**src/rtl/ssa_pkg.sv**
```systemverilog
`timescale 1ns / 1ps
// ----------------------------------------------------------------------------
// ssa_pkg
// Shared types and constants of the swap slot allocator.
// ----------------------------------------------------------------------------
package ssa_pkg;

    // slot space and bitmap organization
    localparam int MAX_SLOTS = 1024;
    localparam int ROW_W     = 32;                  // bitmap bits per memory row
    localparam int NUM_ROWS  = MAX_SLOTS / ROW_W;
    localparam int ROW_AW    = $clog2(NUM_ROWS);
    localparam int BIT_AW    = $clog2(ROW_W);
    localparam int LIM_W     = BIT_AW + 1;          // bit count 0..ROW_W

    // field widths
    localparam int SLOT_W    = 10;
    localparam int MARK_W    = 11;
    localparam int START_W   = 20;
    localparam int PART_W    = 21;
    localparam int SPS_W     = 7;
    localparam int PROD_W    = MARK_W + SPS_W;
    localparam int CFG_IDX_W = 2;

    // operation codes
    localparam logic OP_ALLOC = 1'b0;
    localparam logic OP_FREE  = 1'b1;

    // register indexes
    localparam logic [CFG_IDX_W-1:0] CFG_PARTITION_SECTORS = 2'd0;
    localparam logic [CFG_IDX_W-1:0] CFG_SECTORS_PER_SLOT  = 2'd1;

    localparam logic [PART_W-1:0] PART_RESET = 21'd0;
    localparam logic [SPS_W-1:0]  SPS_RESET  = 7'd8;

    typedef enum logic [1:0] {
        ST_OK       = 2'd0,
        ST_FULL     = 2'd1,
        ST_BAD_FREE = 2'd2
    } status_t;

    typedef enum logic [2:0] {
        FSM_IDLE,
        FSM_SCAN,
        FSM_FREE_CHK,
        FSM_RECL,
        FSM_MUL,
        FSM_FIT,
        FSM_EMIT
    } fsm_t;

endpackage

```
**src/rtl/ssa_ram.sv**
```systemverilog
`timescale 1ns / 1ps
// ----------------------------------------------------------------------------
// ssa_ram
// Simple dual-port RAM: one write port, one read port with registered data.
// ----------------------------------------------------------------------------
module ssa_ram #(
    parameter int WIDTH = 32,
    parameter int DEPTH = 32
) (
    input  logic                     aclk,
    input  logic                     wr_en,
    input  logic [$clog2(DEPTH)-1:0] wr_addr,
    input  logic [WIDTH-1:0]         wr_data,
    input  logic                     rd_en,
    input  logic [$clog2(DEPTH)-1:0] rd_addr,
    output logic [WIDTH-1:0]         rd_data
);

    logic [WIDTH-1:0] mem_reg [DEPTH];
    logic [WIDTH-1:0] rd_data_reg;

    always_ff @(posedge aclk) begin
        if (wr_en) begin
            mem_reg[wr_addr] <= wr_data;
        end
        if (rd_en) begin
            rd_data_reg <= mem_reg[rd_addr];
        end
    end

    assign rd_data = rd_data_reg;

endmodule

```
**src/rtl/swap_slot_allocator_top.sv**
```systemverilog
`timescale 1ns / 1ps
// A free at or above the mark is answered from idle; other frees read their
// bitmap row first, and freeing the top slot walks down the rows it reclaims.
// Allocate reuses the lowest free slot found by a row scan, else fits a fresh one.
// One word at a time: the bitmap memory's single read port and the walk over
// its 32 rows set the rate; the next word is taken once the result is taken.
// Reset: synchronous; row valid flops make the bitmap read as all clear at once.
// ----------------------------------------------------------------------------
// swap_slot_allocator_top
// Swap slot allocator: lowest-free bitmap in RAM with a high-water mark.
// ----------------------------------------------------------------------------
module swap_slot_allocator_top (
    input  logic        aclk,
    input  logic        aresetn,
    // configuration write channel
    input  logic        cfg_valid,
    output logic        cfg_ready,
    input  logic [1:0]  cfg_index,
    input  logic [20:0] cfg_data,
    // request stream
    input  logic        s_tvalid,
    output logic        s_tready,
    input  logic [15:0] s_tdata,   // [9:0] slot_index, [15:10] zero
    input  logic        s_tuser,   // [0] op
    // result stream
    output logic        m_tvalid,
    input  logic        m_tready,
    output logic [47:0] m_tdata,   // [9:0] granted_slot, [29:10] start_sector,
                                   // [40:30] high_water, [47:41] zero
    output logic [1:0]  m_tuser    // [1:0] status
);

    localparam int ROW_W  = ssa_pkg::ROW_W;
    localparam int ROW_AW = ssa_pkg::ROW_AW;
    localparam int BIT_AW = ssa_pkg::BIT_AW;
    localparam int LIM_W  = ssa_pkg::LIM_W;

    // lowest set bit of a row
    function automatic logic [BIT_AW-1:0] lowest_set(input logic [ROW_W-1:0] bits);
        logic [BIT_AW-1:0] b;
        b = '0;
        for (int i = ROW_W - 1; i >= 0; i--) begin
            if (bits[i]) b = BIT_AW'(i);
        end
        return b;
    endfunction

    // base of the run of set bits that ends just below lim
    function automatic logic [LIM_W-1:0] run_base(input logic [ROW_W-1:0] bits,
                                                  input logic [LIM_W-1:0] lim);
        logic [LIM_W-1:0] k;
        k = '0;
        for (int i = 0; i < ROW_W; i++) begin
            if (LIM_W'(i) < lim && !bits[i]) k = LIM_W'(i + 1);
        end
        return k;
    endfunction

    // state
    ssa_pkg::fsm_t                 state_reg, state_next;
    logic [ssa_pkg::MARK_W-1:0]    mark_reg, mark_next;
    logic [ssa_pkg::MARK_W-1:0]    fcnt_reg, fcnt_next;
    logic [ssa_pkg::SLOT_W-1:0]    slot_reg, slot_next;
    logic [ROW_AW-1:0]             row_reg, row_next;
    logic [LIM_W-1:0]              lim_reg, lim_next;
    logic [ssa_pkg::MARK_W-1:0]    mul_a_reg, mul_a_next;
    logic [ssa_pkg::PROD_W-1:0]    prod_reg, prod_next;
    logic                          fit_pend_reg, fit_pend_next;
    logic [ssa_pkg::NUM_ROWS-1:0]  row_vld_reg;
    logic [ssa_pkg::PART_W-1:0]    part_reg;
    logic [ssa_pkg::SPS_W-1:0]     sps_reg;

    // output word
    logic                          out_vld_reg;
    ssa_pkg::status_t              out_status_reg, out_status_next;
    logic [ssa_pkg::SLOT_W-1:0]    out_slot_reg, out_slot_next;
    logic [ssa_pkg::START_W-1:0]   out_start_reg, out_start_next;
    logic [ssa_pkg::MARK_W-1:0]    out_hw_reg;
    logic                          out_ld;

    // bitmap memory
    logic                          ram_wr_en, ram_rd_en;
    logic [ROW_AW-1:0]             ram_wr_addr, ram_rd_addr;
    logic [ROW_W-1:0]              ram_wr_data, ram_rd_data;
    logic [ROW_W-1:0]              row_bits;

    logic                          s_acc;
    logic [ssa_pkg::SLOT_W-1:0]    s_idx;
    logic [BIT_AW-1:0]             low_bit;
    logic [LIM_W-1:0]              base;
    logic [ROW_W-1:0]              keep_mask;
    logic [LIM_W-1:0]              free_lim;

    ssa_ram #(
        .WIDTH (ROW_W),
        .DEPTH (ssa_pkg::NUM_ROWS)
    ) u_map_ram (
        .aclk    (aclk),
        .wr_en   (ram_wr_en),
        .wr_addr (ram_wr_addr),
        .wr_data (ram_wr_data),
        .rd_en   (ram_rd_en),
        .rd_addr (ram_rd_addr),
        .rd_data (ram_rd_data)
    );

    assign cfg_ready = 1'b1;
    assign s_tready  = (state_reg == ssa_pkg::FSM_IDLE) && !out_vld_reg;
    assign s_acc     = s_tvalid && s_tready;
    assign s_idx     = s_tdata[ssa_pkg::SLOT_W-1:0];

    // a row never written reads as all clear
    assign row_bits  = row_vld_reg[row_reg] ? ram_rd_data : '0;
    assign low_bit   = lowest_set(row_bits);
    assign free_lim  = (state_reg == ssa_pkg::FSM_FREE_CHK) ?
                       {1'b0, slot_reg[BIT_AW-1:0]} : lim_reg;
    assign base      = run_base(row_bits, free_lim);
    assign keep_mask = ROW_W'(((ROW_W + 1)'(1) << base) - (ROW_W + 1)'(1));

    always_comb begin
        state_next      = state_reg;
        mark_next       = mark_reg;
        fcnt_next       = fcnt_reg;
        slot_next       = slot_reg;
        row_next        = row_reg;
        lim_next        = lim_reg;
        mul_a_next      = mul_a_reg;
        prod_next       = prod_reg;
        fit_pend_next   = fit_pend_reg;
        ram_wr_en       = 1'b0;
        ram_wr_addr     = row_reg;
        ram_wr_data     = row_bits;
        ram_rd_en       = 1'b0;
        ram_rd_addr     = row_reg;
        out_ld          = 1'b0;
        out_status_next = ssa_pkg::ST_OK;
        out_slot_next   = '0;
        out_start_next  = '0;

        unique case (state_reg)
            ssa_pkg::FSM_IDLE: begin
                if (s_acc) begin
                    slot_next = s_idx;
                    if (s_tuser == ssa_pkg::OP_ALLOC) begin
                        if (fcnt_reg != '0) begin
                            ram_rd_en   = 1'b1;
                            ram_rd_addr = '0;
                            row_next    = '0;
                            state_next  = ssa_pkg::FSM_SCAN;
                        end else begin
                            mul_a_next    = mark_reg + 1'b1;
                            fit_pend_next = 1'b1;
                            state_next    = ssa_pkg::FSM_MUL;
                        end
                    end else if ({1'b0, s_idx} >= mark_reg) begin
                        out_ld          = 1'b1;
                        out_status_next = ssa_pkg::ST_BAD_FREE;
                    end else begin
                        ram_rd_en   = 1'b1;
                        ram_rd_addr = s_idx[ssa_pkg::SLOT_W-1 -: ROW_AW];
                        row_next    = s_idx[ssa_pkg::SLOT_W-1 -: ROW_AW];
                        state_next  = ssa_pkg::FSM_FREE_CHK;
                    end
                end
            end

            ssa_pkg::FSM_SCAN: begin
                if (row_bits != '0) begin
                    ram_wr_en   = 1'b1;
                    ram_wr_data = row_bits & ~(ROW_W'(1) << low_bit);
                    fcnt_next   = fcnt_reg - 1'b1;
                    slot_next   = {row_reg, low_bit};
                    mul_a_next  = {1'b0, row_reg, low_bit};
                    state_next  = ssa_pkg::FSM_MUL;
                end else begin
                    // advance to the next row
                    ram_rd_en   = 1'b1;
                    ram_rd_addr = row_reg + 1'b1;
                    row_next    = row_reg + 1'b1;
                end
            end

            ssa_pkg::FSM_FREE_CHK: begin
                if (row_bits[slot_reg[BIT_AW-1:0]]) begin
                    out_ld          = 1'b1;
                    out_status_next = ssa_pkg::ST_BAD_FREE;
                    state_next      = ssa_pkg::FSM_IDLE;
                end else if ({1'b0, slot_reg} + 1'b1 == mark_reg) begin
                    // top slot: lower the mark through the free run beneath it
                    ram_wr_en   = 1'b1;
                    ram_wr_data = row_bits & keep_mask;
                    fcnt_next   = fcnt_reg - ssa_pkg::MARK_W'(free_lim - base);
                    mark_next   = {1'b0, row_reg, BIT_AW'(0)} + ssa_pkg::MARK_W'(base);
                    if (base == '0 && row_reg != '0) begin
                        ram_rd_en   = 1'b1;
                        ram_rd_addr = row_reg - 1'b1;
                        row_next    = row_reg - 1'b1;
                        lim_next    = LIM_W'(ROW_W);
                        state_next  = ssa_pkg::FSM_RECL;
                    end else begin
                        out_ld     = 1'b1;
                        state_next = ssa_pkg::FSM_IDLE;
                    end
                end else begin
                    ram_wr_en   = 1'b1;
                    ram_wr_data = row_bits | (ROW_W'(1) << slot_reg[BIT_AW-1:0]);
                    fcnt_next   = fcnt_reg + 1'b1;
                    out_ld      = 1'b1;
                    state_next  = ssa_pkg::FSM_IDLE;
                end
            end

            ssa_pkg::FSM_RECL: begin
                ram_wr_en   = 1'b1;
                ram_wr_data = row_bits & keep_mask;
                fcnt_next   = fcnt_reg - ssa_pkg::MARK_W'(free_lim - base);
                mark_next   = {1'b0, row_reg, BIT_AW'(0)} + ssa_pkg::MARK_W'(base);
                if (base == '0 && row_reg != '0) begin
                    ram_rd_en   = 1'b1;
                    ram_rd_addr = row_reg - 1'b1;
                    row_next    = row_reg - 1'b1;
                end else begin
                    out_ld     = 1'b1;
                    state_next = ssa_pkg::FSM_IDLE;
                end
            end

            ssa_pkg::FSM_MUL: begin
                prod_next  = ssa_pkg::PROD_W'(mul_a_reg) * ssa_pkg::PROD_W'(sps_reg);
                state_next = fit_pend_reg ? ssa_pkg::FSM_FIT : ssa_pkg::FSM_EMIT;
            end

            ssa_pkg::FSM_FIT: begin
                fit_pend_next = 1'b0;
                if (!mark_reg[ssa_pkg::MARK_W-1] &&
                    ssa_pkg::PART_W'(prod_reg) <= part_reg) begin
                    slot_next  = mark_reg[ssa_pkg::SLOT_W-1:0];
                    mul_a_next = mark_reg;
                    mark_next  = mark_reg + 1'b1;
                    state_next = ssa_pkg::FSM_MUL;
                end else begin
                    out_ld          = 1'b1;
                    out_status_next = ssa_pkg::ST_FULL;
                    state_next      = ssa_pkg::FSM_IDLE;
                end
            end

            ssa_pkg::FSM_EMIT: begin
                out_ld         = 1'b1;
                out_slot_next  = slot_reg;
                out_start_next = ssa_pkg::START_W'(prod_reg);
                state_next     = ssa_pkg::FSM_IDLE;
            end

            default: begin
                state_next = ssa_pkg::FSM_IDLE;
            end
        endcase
    end

    always_ff @(posedge aclk) begin
        if (!aresetn) begin
            state_reg    <= ssa_pkg::FSM_IDLE;
            mark_reg     <= '0;
            fcnt_reg     <= '0;
            fit_pend_reg <= 1'b0;
            row_vld_reg  <= '0;
            part_reg     <= ssa_pkg::PART_RESET;
            sps_reg      <= ssa_pkg::SPS_RESET;
            out_vld_reg  <= 1'b0;
        end else begin
            state_reg    <= state_next;
            mark_reg     <= mark_next;
            fcnt_reg     <= fcnt_next;
            fit_pend_reg <= fit_pend_next;
            if (ram_wr_en) begin
                row_vld_reg[ram_wr_addr] <= 1'b1;
            end
            if (cfg_valid && cfg_ready) begin
                unique case (cfg_index)
                    ssa_pkg::CFG_PARTITION_SECTORS: part_reg <= cfg_data;
                    ssa_pkg::CFG_SECTORS_PER_SLOT:  sps_reg  <= cfg_data[ssa_pkg::SPS_W-1:0];
                    default: ;
                endcase
            end
            if (out_ld) begin
                out_vld_reg <= 1'b1;
            end else if (m_tready) begin
                out_vld_reg <= 1'b0;
            end
        end
    end

    // datapath registers
    always_ff @(posedge aclk) begin
        slot_reg  <= slot_next;
        row_reg   <= row_next;
        lim_reg   <= lim_next;
        mul_a_reg <= mul_a_next;
        prod_reg  <= prod_next;
        if (out_ld) begin
            out_status_reg <= out_status_next;
            out_slot_reg   <= out_slot_next;
            out_start_reg  <= out_start_next;
            out_hw_reg     <= mark_next;
        end
    end

    assign m_tvalid = out_vld_reg;
    assign m_tuser  = out_status_reg;
    assign m_tdata  = {7'd0, out_hw_reg, out_start_reg, out_slot_reg};

`ifndef SYNTHESIS
    a_fcnt_below_mark: assert property (@(posedge aclk) disable iff (!aresetn)
        fcnt_reg <= mark_reg)
        else $error("free count exceeds high-water mark");

    a_mark_bound: assert property (@(posedge aclk) disable iff (!aresetn)
        mark_reg <= ssa_pkg::MARK_W'(ssa_pkg::MAX_SLOTS))
        else $error("high-water mark beyond slot space");

    a_scan_below_mark: assert property (@(posedge aclk) disable iff (!aresetn)
        (state_reg == ssa_pkg::FSM_SCAN) |-> ({1'b0, row_reg, BIT_AW'(0)} < mark_reg))
        else $error("free slot scan ran past the mark");

    a_ready_no_pending: assert property (@(posedge aclk) disable iff (!aresetn)
        s_tready |-> !m_tvalid)
        else $error("request taken while a result is pending");

    a_full_keeps_mark: assert property (@(posedge aclk) disable iff (!aresetn)
        (state_reg == ssa_pkg::FSM_FIT && out_ld) |=> $stable(mark_reg))
        else $error("full allocate changed the mark");
`endif

endmodule

```
**config.mk**
```make
export PLATFORM = sky130hd
export DESIGN_NAME = swap_slot_allocator_top
export DESIGN_NICKNAME = d
export VERILOG_FILES = /design/src/rtl/ssa_pkg.sv /design/src/rtl/ssa_ram.sv /design/src/rtl/swap_slot_allocator_top.sv
export SDC_FILE = /design/constraint.sdc
export NUM_CORES = 2
export LEC_CHECK = 0
export BUFFER_PORTS_ARGS = -buffer_cell sky130_fd_sc_hd__buf_2
export CORE_UTILIZATION = 40
export DETAILED_ROUTE_END_ITERATION = 10
export PLACE_DENSITY_LB_ADDON = 0.25
export RECOVER_POWER = 25
export SYNTH_ARGS = -nofsm -noshare
export SYNTH_HDL_FRONTEND = slang
export SYNTH_SLANG_ARGS = --single-unit
export TNS_END_PERCENT = 50
```
**constraint.sdc**
```tcl
create_clock -name aclk -period 6.25 [get_ports aclk]
set_clock_uncertainty 0.2 [all_clocks]
set_input_delay 1.875 -clock aclk [delete_from_list [all_inputs] [get_ports aclk]]
set_output_delay 1.875 -clock aclk [all_outputs]
set_load 0.1 [all_outputs]
```
==> metrics <==
outcome finished with violations; failing checks setup timing; largest buffer count on any clock path 3; vias after detailed routing 41520; Initial DRC Count 4099; number of routed nets with antenna violations 0; register area share after synthesis 63.5%; DPL Wire Length 121000 µm; number of warning messages in the yosys log 0; number of standard cells after synthesis 4719; Rel. slew slack 24.1%; multiplexer fraction of the synthesized cell area 2.63%; unrepaired setup endpoints after global routing true; xor/xnor share of the synthesized area 0.943%; TritonCTS clock tree yes; placeable core region 140000 µm²; leading post-synthesis cells by cell area sky130_fd_sc_hd__edfxtp_1 (60%), sky130_fd_sc_hd__nand2_1 (5.8%), sky130_fd_sc_hd__dfxtp_1 (3.3%); Starting Density 40.4%; number of register bits inferred by synthesis 1228; number of port buffers 81; Pwr Density 638 nW/µm²; global-route wire length before repair 267000 µm; total negative slack -255 ps; final hold vios 0; Remaining DRCs 0; peak clock frequency supported by timing 155 MHz; Peak VDD IR 0.573 mV; number of levels in the clock H-tree 4; Top FF cell, synth sky130_fd_sc_hd__edfxtp_1; share of post-route cells with drive strength above 1 19.9%; clock latency reported for the late side of the worst-skew pair 770 ps; dominant combinational cell family by area after synthesis simple AND/OR/NAND/NOR gates; met2 Use GR 40.4%; Area growth syn-to-layout 21.0%; number of global-route vias before repair 39935; fraction of the cycle the final worst path needs 103%; Crit-path slowest cell sky130_fd_sc_hd__or4_4; floorplan die height 378 µm; Cell Count Post-Placement 6890; share of the synthesized area in compound gates (AO/OA/AOI/OAI) 11.1%; mean instance size in the synthesized netlist 12.0 µm²; max-cap viol count 0; post-detailed-route wirelength per cell 25.7 µm; Die Outline Area 143000 µm²; min cycle time layout 6450 ps; met3 track demand over resource 3.95%; cell seen most often among critical-path stages sky130_fd_sc_hd__a21o_1; GRT Overall Usage 25.4%; count of flip-flops with a built-in enable after synthesis 1136; worst hold path type flip-flop to flip-flop; Worst Setup Path Type flip-flop to flip-flop; number of search-and-repair iterations in the first detailed-routing pass 8; number of placement rows 137; ranking of synthesized cells by instance count sky130_fd_sc_hd__edfxtp_1 (1136), sky130_fd_sc_hd__nand2_1 (868), sky130_fd_sc_hd__nor2_1 (224); GPL Wtd Cong 0.985; Post-Route WL 184000 µm; maximum fanout encountered on the critical timing path 6; clock sink count 1228; Non-Filler Instances 7188; simple-gate area share of the yosys netlist 14.6%; final setup violating endpoints 2; final global-route overflow total 0; Setup crit start kind flip-flop; kind of capture point of the worst setup path flip-flop; final-layout worst hold slack 252 ps; flip-flop count of the largest register after layout 1024; number of antenna violations at the first check in global routing 1; clock slew at reported path FFs 60 ps; most frequent cell after synthesis sky130_fd_sc_hd__edfxtp_1; I/O pins 98; Antenna diodes 0; number of slew-limit violations in the final report 0; critical path's largest stage delay 590 ps; overall die width 378 µm; buffer type at the clock tree root sky130_fd_sc_hd__clkbuf_16; Avg Vias per Cell 5.78; area share of fa/ha/maj cells after synthesis 3.76%; largest net degree at the start of global routing 53; setup slack after layout -196 ps; critical path arrival 6860 ps; Post-synth ARST share 0%; Leak 24.8 nW; busiest grt layer met2; top-area cell type share of the netlist area 60.2%; Final Net Count 5395; number of fillers in the final layout 12297; number of different library cells in the post-synthesis netlist 90; met1 track utilization from global routing 35.2%; mapped cell area 56600 µm²; Required @ worst endpoint 6670 ps; worst slew pin tran 1140 ps; number of buffers inserted during clock tree synthesis 133; cell taking the most area after synthesis sky130_fd_sc_hd__edfxtp_1
==> placed cells by master (no fill, tap or decap), types with 23 or more instances in the layout <==
| cell | netlist | final |
|---|---|---|
| sky130_fd_sc_hd__fa_1 | 46 | 45 |
| sky130_fd_sc_hd__nor3_1 | 46 | 38 |
| sky130_fd_sc_hd__a31oi_1 | 147 | 143 |
| sky130_fd_sc_hd__nand2b_1 | 27 | 27 |
| sky130_fd_sc_hd__a32oi_1 | 46 | 44 |
| sky130_fd_sc_hd__and3_1 | 206 | 206 |
| sky130_fd_sc_hd__clkbuf_1 | 201 | 28 |
| sky130_fd_sc_hd__o21ai_1 | 16 | 23 |
| sky130_fd_sc_hd__dfxtp_1 | 92 | 90 |
| sky130_fd_sc_hd__buf_2 | 84 | 82 |
| sky130_fd_sc_hd__mux2i_1 | 124 | 124 |
| sky130_fd_sc_hd__o22ai_1 | 80 | 77 |
| sky130_fd_sc_hd__edfxtp_1 | 1136 | 1136 |
| sky130_fd_sc_hd__inv_1 | 125 | 121 |
| sky130_fd_sc_hd__buf_12 | 0 | 78 |
| sky130_fd_sc_hd__nand3_1 | 164 | 158 |
| sky130_fd_sc_hd__and2_1 | 80 | 76 |
| sky130_fd_sc_hd__clkbuf_16 | 0 | 141 |
| sky130_fd_sc_hd__a221oi_1 | 38 | 37 |
| sky130_fd_sc_hd__nor2_1 | 224 | 192 |
| sky130_fd_sc_hd__nand2_1 | 868 | 865 |
| sky130_fd_sc_hd__clkinv_1 | 4 | 35 |
| sky130_fd_sc_hd__ha_1 | 96 | 91 |
| sky130_fd_sc_hd__nor4b_2 | 31 | 31 |
| sky130_fd_sc_hd__buf_4 | 16 | 492 |
| sky130_fd_sc_hd__a211oi_1 | 51 | 50 |
| sky130_fd_sc_hd__a21oi_1 | 157 | 140 |
| sky130_fd_sc_hd__o2111ai_1 | 36 | 34 |
| sky130_fd_sc_hd__nor2_4 | 0 | 30 |
| sky130_fd_sc_hd__o21ai_0 | 172 | 155 |
| sky130_fd_sc_hd__xnor2_1 | 48 | 45 |
==> metrics by stage <==
| stage | cell area, µm² | setup slack [ps] | total power [mW] | util [%] |
|---|---|---|---|---|
| 3_3_place_gp | 63300 | -653 | 34.2 | 45.2 |
| 2_1_floorplan | 56700 | -13.2 | 24.2 | - |
| 6_report | 68500 | -196 | 43.7 | 48.9 |
| 4_1_cts | 68000 | -206 | 42.9 | 48.5 |
| 3_5_place_dp | 63300 | -669 | 34.4 | 45.2 |
| 5_1_grt | 68500 | -382 | 45.9 | 48.9 |
==> critical path: cells and delay by family (launching register included) <==
kind / cells / cell delay [ps]
AO/OA/AOI/OAI: 13 / 2340
XOR/XNOR: 2 / 360
multiplexers: 1 / 510
buffers and inverters: 1 / 180
AND/OR/NAND/NOR: 9 / 1860
adder cells (fa/ha/maj): 2 / 460
flip-flops: 1 / 380
==> cell families (layout without fill, tap and decap cells) <==
family,count (synthesis),in the layout
fa+ha+maj,143,143
compound gates,947,947
flops,1228,1228
other cells,2,10
xor+xnor,61,61
buf+inv,455,1040
simple gates,1747,1747
mux,136,136
==> area by class of cell <==
type / count / area, µm² / area share, %
flip-flops and latches: 1228 / 36000 / 52.5
multi-input cells: 3044 / 19700 / 28.7
repair buffers: 668 / 5890 / 8.60
clock buffers: 165 / 3540 / 5.17
well taps: 1876 / 2350 / 3.42
clock inverters: 74 / 617 / 0.900
inverters: 133 / 517 / 0.754
==> per-layer routing <==
metal	vias up	wire, µm
li1	18581	-
met1	20952	79400
met2	1676	84900
met3	311	13300
met4	0	6780
met5	-	0
==> worst paths after layout <==
check,from,endpoint,slack (ps),cells after the start
max,ram_wr_addr[0],fcnt_reg[10],-200,28
max reg2reg,ram_wr_addr[0],fcnt_reg[10],-200,28
min,part_reg[16],part_reg[16],250,2
min reg2reg,part_reg[16],part_reg[16],250,2
==> repair_timing <==
action	CTS	global route
cloned	0	6
setup buffers	41	22
setup endpoints to repair	6	132
hold buffers	0	0
resized for setup	49	57
pin swaps	37	49
==> power breakdown <==
group	total, mW	switching, mW	internal [mW]
sequential	11.8	0.753	11.0
combinational	24.4	14.9	9.54
clock	7.53	3.30	4.23
No activity file was read; power rests on OpenSTA's default activity.
